==> src/rtl/udp_mhp_pkg.sv <==
package udp_mhp_pkg;

  localparam int MAX_PACKET_BYTES = 4096;

  // byte counter saturates at the limit, so it must hold the limit itself
  localparam int POS_W = $clog2(MAX_PACKET_BYTES + 1);
  // arithmetic width: position plus one, and offsets up to extra length + 10
  localparam int CALC_W = ((POS_W > 10) ? POS_W : 10) + 1;
  localparam int OFS_W = 13;

  localparam logic [CALC_W-1:0] MAX_POS = CALC_W'(MAX_PACKET_BYTES);
  localparam logic [CALC_W-1:0] POS_FLAGS = CALC_W'(0);
  localparam logic [CALC_W-1:0] POS_SEQ_LAST = CALC_W'(4);
  localparam logic [CALC_W-1:0] POS_EXTRA = CALC_W'(5);
  localparam logic [CALC_W-1:0] ID_BASE = CALC_W'(6);
  localparam logic [CALC_W-1:0] HIGH_BODY = CALC_W'(7);
  localparam logic [CALC_W-1:0] MED_BODY = CALC_W'(8);
  localparam logic [CALC_W-1:0] LOW_BODY = CALC_W'(10);
  localparam logic [CALC_W-1:0] MIN_LEN = CALC_W'(7);

  localparam logic [7:0] ID_ESCAPE = 8'hff;

  typedef enum logic [2:0] {
    ERR_OK         = 3'd0,
    ERR_SHORT      = 3'd1,
    ERR_EXTRA      = 3'd2,
    ERR_MED_TRUNC  = 3'd3,
    ERR_LOW_TRUNC  = 3'd4,
    ERR_ACK_FOOTER = 3'd5,
    ERR_BODY       = 3'd6,
    ERR_OVERSIZE   = 3'd7
  } err_t;

  typedef enum logic [1:0] {
    FREQ_HIGH   = 2'd0,
    FREQ_MEDIUM = 2'd1,
    FREQ_LOW    = 2'd2
  } freq_t;

  typedef enum logic [3:0] {
    ID_NONE   = 4'b0001,
    ID_ONE_FF = 4'b0010,
    ID_LOW    = 4'b0100,
    ID_DONE   = 4'b1000
  } id_state_t;

  typedef struct packed {
    err_t        error_code;
    logic        acks_appended;
    logic        is_resent;
    logic        is_reliable;
    logic        is_zero_coded;
    logic [31:0] sequence_number;
    freq_t       frequency_class;
    logic [15:0] message_number;
    logic [OFS_W-1:0] body_start;
    logic [OFS_W-1:0] body_stop;
    logic [7:0]  ack_count;
  } result_t;

  function automatic logic [OFS_W-1:0] to_ofs(input logic [CALC_W-1:0] v);
    logic [CALC_W+OFS_W-1:0] ext;
    ext = {{OFS_W{1'b0}}, v};
    return ext[OFS_W-1:0];
  endfunction

endpackage

==> src/rtl/udp_mhp_if.sv <==
interface udp_mhp_in_if;
  logic       valid;
  logic       ready;
  logic [7:0] data_byte;
  logic       end_of_packet;

  modport source (output valid, output data_byte, output end_of_packet, input ready);
  modport sink (input valid, input data_byte, input end_of_packet, output ready);
endinterface

interface udp_mhp_out_if;
  logic                 valid;
  logic                 ready;
  udp_mhp_pkg::result_t result;

  modport source (output valid, output result, input ready);
  modport sink (input valid, input result, output ready);
endinterface

==> src/rtl/udp_message_header_parser.sv <==
// a result is registered in the result register when its final byte moves on from the input register
// throughput: one byte per cycle; a stalled result holds the next final byte in the
// input register, and the input stalls until the result is taken
// the header state updates and the result checks run in one pass between the
// input register and the result register
// reset (rst_n low, synchronous) clears the parse state and empties both registers
module udp_message_header_parser (
  input  logic                  clk,
  input  logic                  rst_n,
  udp_mhp_in_if.sink            in_chan,
  udp_mhp_out_if.source         out_chan
);
  import udp_mhp_pkg::*;

  logic              s1_valid_r;
  logic [7:0]        s1_data_r;
  logic              s1_eop_r;
  logic              s1_adv;

  logic [POS_W-1:0]  pos_r, pos_nxt;
  logic [3:0]        flags_r, flags_nxt;
  logic [31:0]       seq_r, seq_nxt;
  logic [7:0]        ext_r, ext_nxt;
  id_state_t         id_st_r, id_st_nxt;
  logic [15:0]       id_r, id_nxt;
  logic [CALC_W-1:0] bo_r, bo_nxt;
  logic              over_r, over_nxt;

  logic              out_valid_r;
  result_t           out_res_r, res_nxt;

  assign s1_adv = s1_valid_r && !(s1_eop_r && out_valid_r && !out_chan.ready);
  assign in_chan.ready = !s1_valid_r || s1_adv;
  assign out_chan.valid = out_valid_r;
  assign out_chan.result = out_res_r;

  // header field capture for the byte in the input register
  always_comb begin
    logic [CALC_W-1:0] pw;
    logic [CALC_W-1:0] e6;
    pw = CALC_W'(pos_r);
    e6 = CALC_W'(ext_r) + ID_BASE;
    pos_nxt = pos_r;
    flags_nxt = flags_r;
    seq_nxt = seq_r;
    ext_nxt = ext_r;
    id_st_nxt = id_st_r;
    id_nxt = id_r;
    bo_nxt = bo_r;
    over_nxt = over_r;
    if (pw >= MAX_POS) begin
      over_nxt = 1'b1;
    end else begin
      pos_nxt = pos_r + 1'b1;
      priority if (pw == POS_FLAGS) begin
        flags_nxt = s1_data_r[7:4];
      end else if (pw <= POS_SEQ_LAST) begin
        seq_nxt = {seq_r[23:0], s1_data_r};
      end else if (pw == POS_EXTRA) begin
        ext_nxt = s1_data_r;
      end else if (pw < e6) begin
        // extra header bytes are skipped
        ext_nxt = ext_r;
      end else begin
        if (pw == e6 && id_st_r == ID_NONE) begin
          if (s1_data_r != ID_ESCAPE) begin
            id_st_nxt = ID_DONE;
            id_nxt = {8'd0, s1_data_r};
            bo_nxt = CALC_W'(ext_r) + HIGH_BODY;
          end else begin
            id_st_nxt = ID_ONE_FF;
          end
        end else if (pw == e6 + CALC_W'(1) && id_st_r == ID_ONE_FF) begin
          if (s1_data_r != ID_ESCAPE) begin
            id_st_nxt = ID_DONE;
            id_nxt = {8'd0, s1_data_r};
            bo_nxt = CALC_W'(ext_r) + MED_BODY;
          end else begin
            id_st_nxt = ID_LOW;
          end
        end else if (pw == e6 + CALC_W'(2) && id_st_r == ID_LOW) begin
          id_nxt = {s1_data_r, 8'd0};
        end else if (pw == e6 + CALC_W'(3) && id_st_r == ID_LOW) begin
          id_nxt = {id_r[15:8], s1_data_r};
          bo_nxt = CALC_W'(ext_r) + LOW_BODY;
        end
      end
    end
  end

  // end-of-datagram checks on the updated header state
  always_comb begin
    logic [CALC_W-1:0] n;
    logic [CALC_W-1:0] ext7;
    logic [CALC_W-1:0] ext10;
    logic [CALC_W-1:0] ack_bytes;
    logic [CALC_W-1:0] end_ack;
    logic [CALC_W-1:0] end_v;
    logic              acks;
    err_t              err;
    freq_t             cls;
    n = CALC_W'(pos_r) + CALC_W'(1);
    ext7 = CALC_W'(ext_nxt) + HIGH_BODY;
    ext10 = CALC_W'(ext_nxt) + LOW_BODY;
    ack_bytes = CALC_W'({s1_data_r, 2'b00}) + CALC_W'(1);
    end_ack = n - ack_bytes;
    acks = flags_nxt[0];
    end_v = acks ? end_ack : n;
    if (id_st_nxt == ID_LOW) begin
      cls = FREQ_LOW;
    end else if (bo_nxt == ext7) begin
      cls = FREQ_HIGH;
    end else begin
      cls = FREQ_MEDIUM;
    end
    priority if (over_nxt) begin
      err = ERR_OVERSIZE;
    end else if (n < MIN_LEN) begin
      err = ERR_SHORT;
    end else if (n < ext7) begin
      err = ERR_EXTRA;
    end else if (id_st_nxt == ID_NONE) begin
      err = ERR_EXTRA;
    end else if (id_st_nxt == ID_ONE_FF) begin
      err = ERR_MED_TRUNC;
    end else if (id_st_nxt == ID_LOW && n < ext10) begin
      err = ERR_LOW_TRUNC;
    end else if (acks && (ack_bytes > n || end_ack < bo_nxt)) begin
      err = ERR_ACK_FOOTER;
    end else if (bo_nxt > end_v) begin
      err = ERR_BODY;
    end else begin
      err = ERR_OK;
    end
    res_nxt = '0;
    res_nxt.error_code = err;
    if (err == ERR_OK) begin
      res_nxt.acks_appended = flags_nxt[0];
      res_nxt.is_resent = flags_nxt[1];
      res_nxt.is_reliable = flags_nxt[2];
      res_nxt.is_zero_coded = flags_nxt[3];
      res_nxt.sequence_number = seq_nxt;
      res_nxt.frequency_class = cls;
      res_nxt.message_number = id_nxt;
      res_nxt.body_start = to_ofs(bo_nxt);
      res_nxt.body_stop = to_ofs(end_v);
      res_nxt.ack_count = acks ? s1_data_r : 8'd0;
    end
  end

  always_ff @(posedge clk) begin
    if (!rst_n) begin
      s1_valid_r <= 1'b0;
    end else if (in_chan.valid && in_chan.ready) begin
      s1_valid_r <= 1'b1;
    end else if (s1_adv) begin
      s1_valid_r <= 1'b0;
    end
  end

  always_ff @(posedge clk) begin
    if (in_chan.valid && in_chan.ready) begin
      s1_data_r <= in_chan.data_byte;
      s1_eop_r <= in_chan.end_of_packet;
    end
  end

  // parse state, cleared after every final byte
  always_ff @(posedge clk) begin
    if (!rst_n || (s1_adv && s1_eop_r)) begin
      pos_r <= '0;
      flags_r <= '0;
      seq_r <= '0;
      ext_r <= '0;
      id_st_r <= ID_NONE;
      id_r <= '0;
      bo_r <= '0;
      over_r <= 1'b0;
    end else if (s1_adv) begin
      pos_r <= pos_nxt;
      flags_r <= flags_nxt;
      seq_r <= seq_nxt;
      ext_r <= ext_nxt;
      id_st_r <= id_st_nxt;
      id_r <= id_nxt;
      bo_r <= bo_nxt;
      over_r <= over_nxt;
    end
  end

  always_ff @(posedge clk) begin
    if (!rst_n) begin
      out_valid_r <= 1'b0;
    end else if (s1_adv && s1_eop_r) begin
      out_valid_r <= 1'b1;
    end else if (out_chan.ready) begin
      out_valid_r <= 1'b0;
    end
  end

  always_ff @(posedge clk) begin
    if (s1_adv && s1_eop_r) begin
      out_res_r <= res_nxt;
    end
  end

  a_err_fields_zero: assert property (@(posedge clk) disable iff (!rst_n)
    out_valid_r && out_res_r.error_code != ERR_OK |->
      out_res_r.sequence_number == '0 && out_res_r.body_start == '0 &&
      out_res_r.body_stop == '0 && out_res_r.message_number == '0)
    else $error("error result carries nonzero fields");

  a_ack_count_flag: assert property (@(posedge clk) disable iff (!rst_n)
    out_valid_r && !out_res_r.acks_appended |-> out_res_r.ack_count == '0)
    else $error("ack count without ack flag");

  a_oversize_saturated: assert property (@(posedge clk) disable iff (!rst_n)
    over_r |-> CALC_W'(pos_r) == MAX_POS)
    else $error("oversize flag set below the byte limit");

  a_clear_after_final: assert property (@(posedge clk) disable iff (!rst_n)
    s1_adv && s1_eop_r |=> pos_r == '0 && id_st_r == ID_NONE && !over_r)
    else $error("parse state not cleared after final byte");

endmodule
==> src/flat_wrapper.sv <==
// flat-port wrapper written by rule: the top's interface ports become plain ports
module udp_message_header_parser_flat import udp_mhp_pkg::*;
  (clk, rst_n, in_chan_valid, in_chan_data_byte, in_chan_end_of_packet, in_chan_ready, out_chan_valid, out_chan_result, out_chan_ready);
  udp_mhp_in_if in_chan_i ();
  udp_mhp_out_if out_chan_i ();
  input  logic clk;
  input  logic rst_n;
  input wire logic [$bits(in_chan_i.valid)-1:0] in_chan_valid;
  input wire logic [$bits(in_chan_i.data_byte)-1:0] in_chan_data_byte;
  input wire logic [$bits(in_chan_i.end_of_packet)-1:0] in_chan_end_of_packet;
  output wire logic [$bits(in_chan_i.ready)-1:0] in_chan_ready;
  output wire logic [$bits(out_chan_i.valid)-1:0] out_chan_valid;
  output wire logic [$bits(out_chan_i.result)-1:0] out_chan_result;
  input wire logic [$bits(out_chan_i.ready)-1:0] out_chan_ready;
  assign in_chan_i.valid = in_chan_valid;
  assign in_chan_i.data_byte = in_chan_data_byte;
  assign in_chan_i.end_of_packet = in_chan_end_of_packet;
  assign in_chan_ready = in_chan_i.ready;
  assign out_chan_valid = out_chan_i.valid;
  assign out_chan_result = out_chan_i.result;
  assign out_chan_i.ready = out_chan_ready;
  udp_message_header_parser u_core (.clk(clk), .rst_n(rst_n), .in_chan(in_chan_i), .out_chan(out_chan_i));
endmodule
==> config.mk <==
export PLATFORM = sky130hd
export DESIGN_NAME = udp_message_header_parser_flat
export DESIGN_NICKNAME = d
export VERILOG_FILES = /design/src/rtl/udp_mhp_pkg.sv /design/src/rtl/udp_mhp_if.sv /design/src/rtl/udp_message_header_parser.sv /design/src/flat_wrapper.sv
export SDC_FILE = /design/constraint.sdc
export NUM_CORES = 1
export LEC_CHECK = 0
export BUFFER_PORTS_ARGS = -buffer_cell sky130_fd_sc_hd__buf_4
export CORE_MARGIN = 2
export CORE_UTILIZATION = 25
export CTS_CLUSTER_DIAMETER = 30
export DETAILED_ROUTE_END_ITERATION = 16
export HOLD_SLACK_MARGIN = 0.1
export SLEW_MARGIN = 20
export SYNTH_ARGS = -nofsm -noshare
export SYNTH_HDL_FRONTEND = slang
export SYNTH_SLANG_ARGS = --single-unit
==> constraint.sdc <==
create_clock -name clk -period 8.73 [get_ports clk]
set_input_delay 1.746 -clock clk [delete_from_list [all_inputs] [get_ports clk]]
set_output_delay 1.746 -clock clk [all_outputs]
set_load 0.005 [all_outputs]
Yosys cells after proc, flatten, opt, wreduce, memory -nomap -nowiden --
Cells that the tools add are included.
Word-level totals: flip-flop bits (word level) 194, input port bits 13, output and inout port bits 93, logic and storage cells 141
Cells by class: add/sub/neg operators 13, order comparisons 9, equal/unequal tests 13, mux-type cells 55, bitwise operators 2, reduce and logical (&&, ||, !) cells 25
Operators with widths (number):
- $mux 14 | 12
- $mux 16 | 9
- $mux 32 | 3
- $eq 13x14->1 | 4
- $mux 4 | 11
- $lt 14x14->1 | 3
- $mux 8 | 5
- $add 14x2->14 const B | 2
- $gt 14x14->1 | 2
- $add 8x3->9 const B | 3
- $add 8x4->9 const B | 3
- $mux 3 | 8
- $add 13x1->14 const B | 1
- $add 14x1->14 const B | 1
- $eq 14x14->1 | 1
- $lt 13x14->1 | 1
- $lt 14x3->1 const B | 1
- $sub 14x14->14 | 1
- $add 13x1->13 const B | 1
- $eq 13x3->1 const B | 1
- $ge 13x13->1 const B | 1
- $le 13x3->1 const B | 1
- $logic_not 13->1 | 1
- $add 10x1->11 const B | 1
- other kinds (14) | 40

Depth between registers and ports, before layout --
word-level depth 26, depth in mapped cells 32, gate-level depth less buffers 26

Worst setup path before layout --
Ideal clock, no wire load.
path kind flip-flop to flip-flop, from register u_core.ext_r[1], to register u_core.out_res_r (netlist bit u_core.out_chan.result[28]) (data pin), library setup time 0.269 ns, data arrival time 5.884 ns, data required time 8.461 ns, slack 2.577 ns, cell stages (with the launch flop) 32, path buffers 6, path through dfxtp_1 clkbuf_1 inv_1 ha_1 buf_2 nand4b_1 xor2_1 ha_1 a21o_1 a211o_1 nor3_1 or3_1 clkbuf_1 clkbuf_1 nor2_1 a21oi_1 o221ai_1 ha_1 a21o_1 a21oi_1 nor2b_1 o21ai_0 nand2b_1 a21oi_1 o21ai_0 nor4_1 o31a_1 o21ai_4 nand4_4 buf_6 buf_8 nor2_2
Between the ends: cells in the longest elaborated chain, start to end 24, elaborated cells between the ends (all ways) 59, classes of those cells add/sub (9); order compare (5); eq/ne (7); mux (30); reduce/logical (8)
Ends and longest elaborated chain:
- from (decl) | RTL line udp_message_header_parser.sv:23 | logic [7:0] ext_r, ext_nxt;
- from (signal assigned) | RTL line udp_message_header_parser.sv:183 | ext_r <= ext_nxt;
- $add 8x3->9 | RTL line udp_message_header_parser.sv:42 | e6 = CALC_W'(ext_r) + ID_BASE;
- $add 14x2->14 | RTL line udp_message_header_parser.sv:83 | end else if (pw == e6 + CALC_W'(3) && id_st_r == ID_LOW) begin
- $eq 13x14->1 | RTL line udp_message_header_parser.sv:83
- $logic_and 1x1->1 | RTL line udp_message_header_parser.sv:83
- $mux 14 | RTL line udp_message_header_parser.sv:83
- $mux 14 | RTL line udp_message_header_parser.sv:81 | end else if (pw == e6 + CALC_W'(2) && id_st_r == ID_LOW) begin
- $mux 14 | RTL line udp_message_header_parser.sv:73 | end else if (pw == e6 + CALC_W'(1) && id_st_r == ID_ONE_FF) begin
- $mux 14 | RTL line udp_message_header_parser.sv:65 | if (pw == e6 && id_st_r == ID_NONE) begin
- [8 not listed]
- $mux 3 | RTL line udp_message_header_parser.sv:128 | end else if (acks && (ack_bytes > n || end_ack < bo_nxt)) begin
- $mux 3 | RTL line udp_message_header_parser.sv:126 | end else if (id_st_nxt == ID_LOW && n < ext10) begin
- $mux 3 | RTL line udp_message_header_parser.sv:124 | end else if (id_st_nxt == ID_ONE_FF) begin
- $mux 3 | RTL line udp_message_header_parser.sv:122 | end else if (id_st_nxt == ID_NONE) begin
- $mux 3 | RTL line udp_message_header_parser.sv:120 | end else if (n < ext7) begin
- $mux 3 | RTL line udp_message_header_parser.sv:118 | end else if (n < MIN_LEN) begin
- $mux 3 | RTL line udp_message_header_parser.sv:116 | priority if (over_nxt) begin
- $logic_not 3->1 | RTL line udp_message_header_parser.sv:137 | if (err == ERR_OK) begin
- to (signal assigned) | RTL line udp_message_header_parser.sv:203 | out_res_r <= res_nxt;
- to (decl) | RTL line udp_message_header_parser.sv:30 | result_t out_res_r, res_nxt;
Parallel ways exist; a longest one is shown, timed or not. A chain may end at the register's enable or synchronous reset.

Final worst setup path --
from register u_core.ext_r[1], to register u_core.out_res_r (netlist bit u_core.out_chan.result[48]) (data pin)
The elaborated chain is that of the path after synthesis.

==> impl_metrics.tcl <==
set metrics [dict create \
    status "finished clean" \
    synth_largest_area_cell "edfxtp_1" \
    yosys_register_bits 194 \
    clock.fmax_mhz 131 \
    critPathArrivalTime_ns 7.79 \
    route.detailed.drc 0 \
    cell_total_after_placement 2146 \
    port-buffer-count 105 \
    placement.setup.worst_slack_ns 1.29 \
    synth_fp_nets 1520 \
    clock_tree_from_tritoncts "done" \
    rsz0062_at_grt "no" \
    number_of_setup_buffers_added_after_cts 0 \
    grt.met1_usage_pct 21.3 \
    synthesis.yosys.warnings 0 \
    use_met2_pct 24.3 \
    crit_family "simple AND/OR/NAND/NOR gates" \
    synth_top_area_share_pct 24.2 \
    rows 81 \
    first_global_vias 10200 \
    setup_viol 0 \
    worstSkewPairLatency_ns 0.45 \
    min_period_ns 7.61 \
    number_of_antenna_cells_inserted 0 \
    synthesis.area_per_instance_sq_um 8.66 \
    leakagePower_nw 5.24 \
    ys_async_sr_fraction_pct 0 \
    gp_routability_congestion 0.929 \
    ir_worst_vdd_v 0.000121 \
    io-pin-count 106 \
    postLayoutSetupSlackWorst_ns 1.12 \
    synth.yosys.seq_area_share_pct 39.4 \
    worstSetupEndpointType "register" \
    pwr_cell_area_nw_per_um2 142 \
    grt_start_max_net_pins 75 \
    final_max_slew_viol_count 0 \
    finalSetupTns_ns 0 \
    ys.flop_type "edfxtp_1" \
    timing.hold.worst_path_depth 2 \
    clock_sink_count 194 \
    post-synth-top-count-cell "nand2_1" \
    instances_no_fill 2178 \
    reg2regPathDepth 26 \
    synth-edff-count 100 \
    worst_slew_margin_rel_pct 30.8 \
    cp_max_fo 33 \
    startpoint_type "register" \
    wl_per_cell_um 17.9 \
    synthesis.area_sq_um 12400 \
    fillCellCount 5121 \
    grt_pass1_wl_mm 59.9 \
    cts_hold_buf 0 \
    min_period_over_period_pct 87.1 \
    global_route.usage.total_pct 15.0 \
    hp-class "register to register" \
    cts-root-to-sink-buffers 2 \
    cts_htree_levels 4 \
    final_antenna_violating_net_count 0 \
    critical_path_buf_inv_count 2 \
    flow.area_growth_from_synthesis_pct 16.7 \
    syn-instance-count 1430 \
    detailed_place_hpwl_mm 29.0 \
    core_area_sq_um 49000 \
    chipWidth_um 227 \
    design.final.nets 1591 \
    critPathKind "register to register" \
    clk_transition_reported_paths_ns 0.07 \
    met3_usage_pct 1.65 \
    timing.clock.skew_ns 0.0197 \
    detail_route.vias_per_cell 4.96 \
    initial_core_util_pct 25.3 \
    cp_slowest_stage_delay_ns 0.77 \
    cts_made_buffers 17 \
    first_pass_iters 6 \
    die_y_um 227 \
    main_area_contributors_after_synthesis "edfxtp_1, dfxtp_1, ha_1, nand2_1, a21oi_1" \
    drv.max_cap_violation_count 0 \
    clockRootBuffer "clkbuf_16" \
    first_iter_violations 883 \
    tightest_slew_ns 1.04 \
    path_depth 26 \
    synth_commonest_cells "nand2_1, a21oi_1, nor2_1, edfxtp_1, dfxtp_1" \
    crit_required_ns 8.91 \
    synth.lib_cells_used.distinct 89 \
    grt-ovfl-total 0 \
    report.final.hold_viol_count 0 \
    post_cts_resized 0 \
    slowest_stage "dfxtp_1" \
    die-area_sq_um 51300 \
    wirelength_mm 38.9 \
    busiest_layer "met2" \
    number_of_antenna_violations_at_the_first_check_in_global_routing 0 \
    vias 10800 \
    post_route_cells_drive_above_1_share_pct 14.6 \
]
## worst reg2reg max path: stages (launching register included)
cell	delay, ns
dfxtp_1	0.77
inv_1	0.23
ha_1	0.35
nand4b_1	0.37
xor2_1	0.37
ha_1	0.30
a21o_1	0.16
a211o_1	0.30
nor3_1	0.29
or3_1	0.53
nor2_1	0.14
a21oi_1	0.18
o221ai_1	0.40
ha_1	0.48
a21o_1	0.16
a21oi_1	0.15
nor2b_1	0.06
o21ai_0	0.14
nand2b_1	0.08
a21oi_1	0.14
o21ai_0	0.15
nor4_1	0.31
o31a_1	0.25
o21ai_4	0.10
nand4_4	0.42
buf_4	0.42
nor2_1	0.10
## per-stage QoR
stage	area [sq um]	power [mW]	util [%]	hold slack (ns)
final	14500	2.05	29.5	0.456
after global routing	14500	2.13	29.5	0.479
after detailed placement	13900	1.26	28.3	0.447
after global placement	13900	1.26	28.3	0.442
after CTS	14500	2.06	29.5	0.457
after floorplan	12400	1.18	-	0.437
## power breakdown
group | leakage (nW) | internal, mW | switching, mW
Combinational | 3.26 | 0.0894 | 0.159
Clock | 0.282 | 0.421 | 0.382
Sequential | 1.70 | 0.976 | 0.0242
Total | 5.24 | 1.49 | 0.565
## path summary, 6_finish.rpt
path	startpoint	end	slack, ns
worst max-delay path	u_core.ext_r[1]	u_core.out_chan.result[48]	1.12
worst max register to register	u_core.ext_r[1]	u_core.out_chan.result[48]	1.12
worst min-delay path	u_core.seq_r[27]	u_core.seq_r[27]	0.46
worst min register to register	u_core.seq_r[27]	u_core.seq_r[27]	0.46
## registers in the layout (all words and copies together) (netlist names)
signal                  flops
u_core.over_r               1
u_core.s1_valid_r           1
u_core.out_chan.valid       1
u_core.id_r                16
u_core.out_chan.result     91
u_core.s1_eop_r             1
u_core.seq_r               32
u_core.ext_r                8
u_core.bo_r                14
u_core.id_st_r              4
u_core.flags_r              4
u_core.pos_r               13
u_core.s1_data_r            8
## layout by cell type (no fill, tap or decap), types with 4 or more instances in the layout
cell and count:
or4_1 5, nand3b_1 8, o21a_1 14, a22oi_1 4, a21oi_1 144, a21o_1 10, nand3_1 24, nand2b_1 10
a211oi_1 35, nand2_1 220, a21boi_0 4, xnor2_1 58, nor3_1 30, a41oi_1 4, nor2_2 21, o31ai_1 4
o211ai_1 12, xor2_1 37, o22ai_1 5, nor4_1 14, edfxtp_1 100, nand4_1 12, buf_4 137, clkbuf_16 17
nor2b_1 17, and2_1 12, inv_1 49, nor2_1 136, nor3b_1 5, and3_1 16, mux2i_1 19, or3_1 8
dfxtp_1 94, o21ai_0 53, ha_1 77
## layout make-up
| cell class | instances | area [sq um] | area share (%) |
|---|---|---|---|
| Multi-Input combinational cell | 1097 | 6920 | 47.8 |
| Timing Repair Buffer | 137 | 1030 | 7.11 |
| Sequential cell | 194 | 4880 | 33.8 |
| Clock inverter | 12 | 138 | 0.952 |
| Inverter | 54 | 205 | 1.42 |
| Tap cell | 664 | 831 | 5.74 |
| Clock buffer | 20 | 457 | 3.16 |
## routing by layer
layer / wire [um] / up-vias
met3: 2070 / 37
met2: 17900 / 398
met5: 0 / -
li1: - / 5185
met4: 530 / 0
met1: 18400 / 5187
## kinds of logic (layout without fill, tap and decap cells)
group | count (synthesis) | count (layout) | synth area share [%]
mux | 21 | 21 | 1.75
simple gates | 566 | 566 | 21.8
buf+inv | 139 | 223 | 4.88
flops | 194 | 194 | 39.4
fa+ha+maj | 77 | 77 | 7.78
xor+xnor | 99 | 99 | 7.39
compound gates | 334 | 334 | 17.0
No activity file was read; power rests on OpenSTA's default activity.
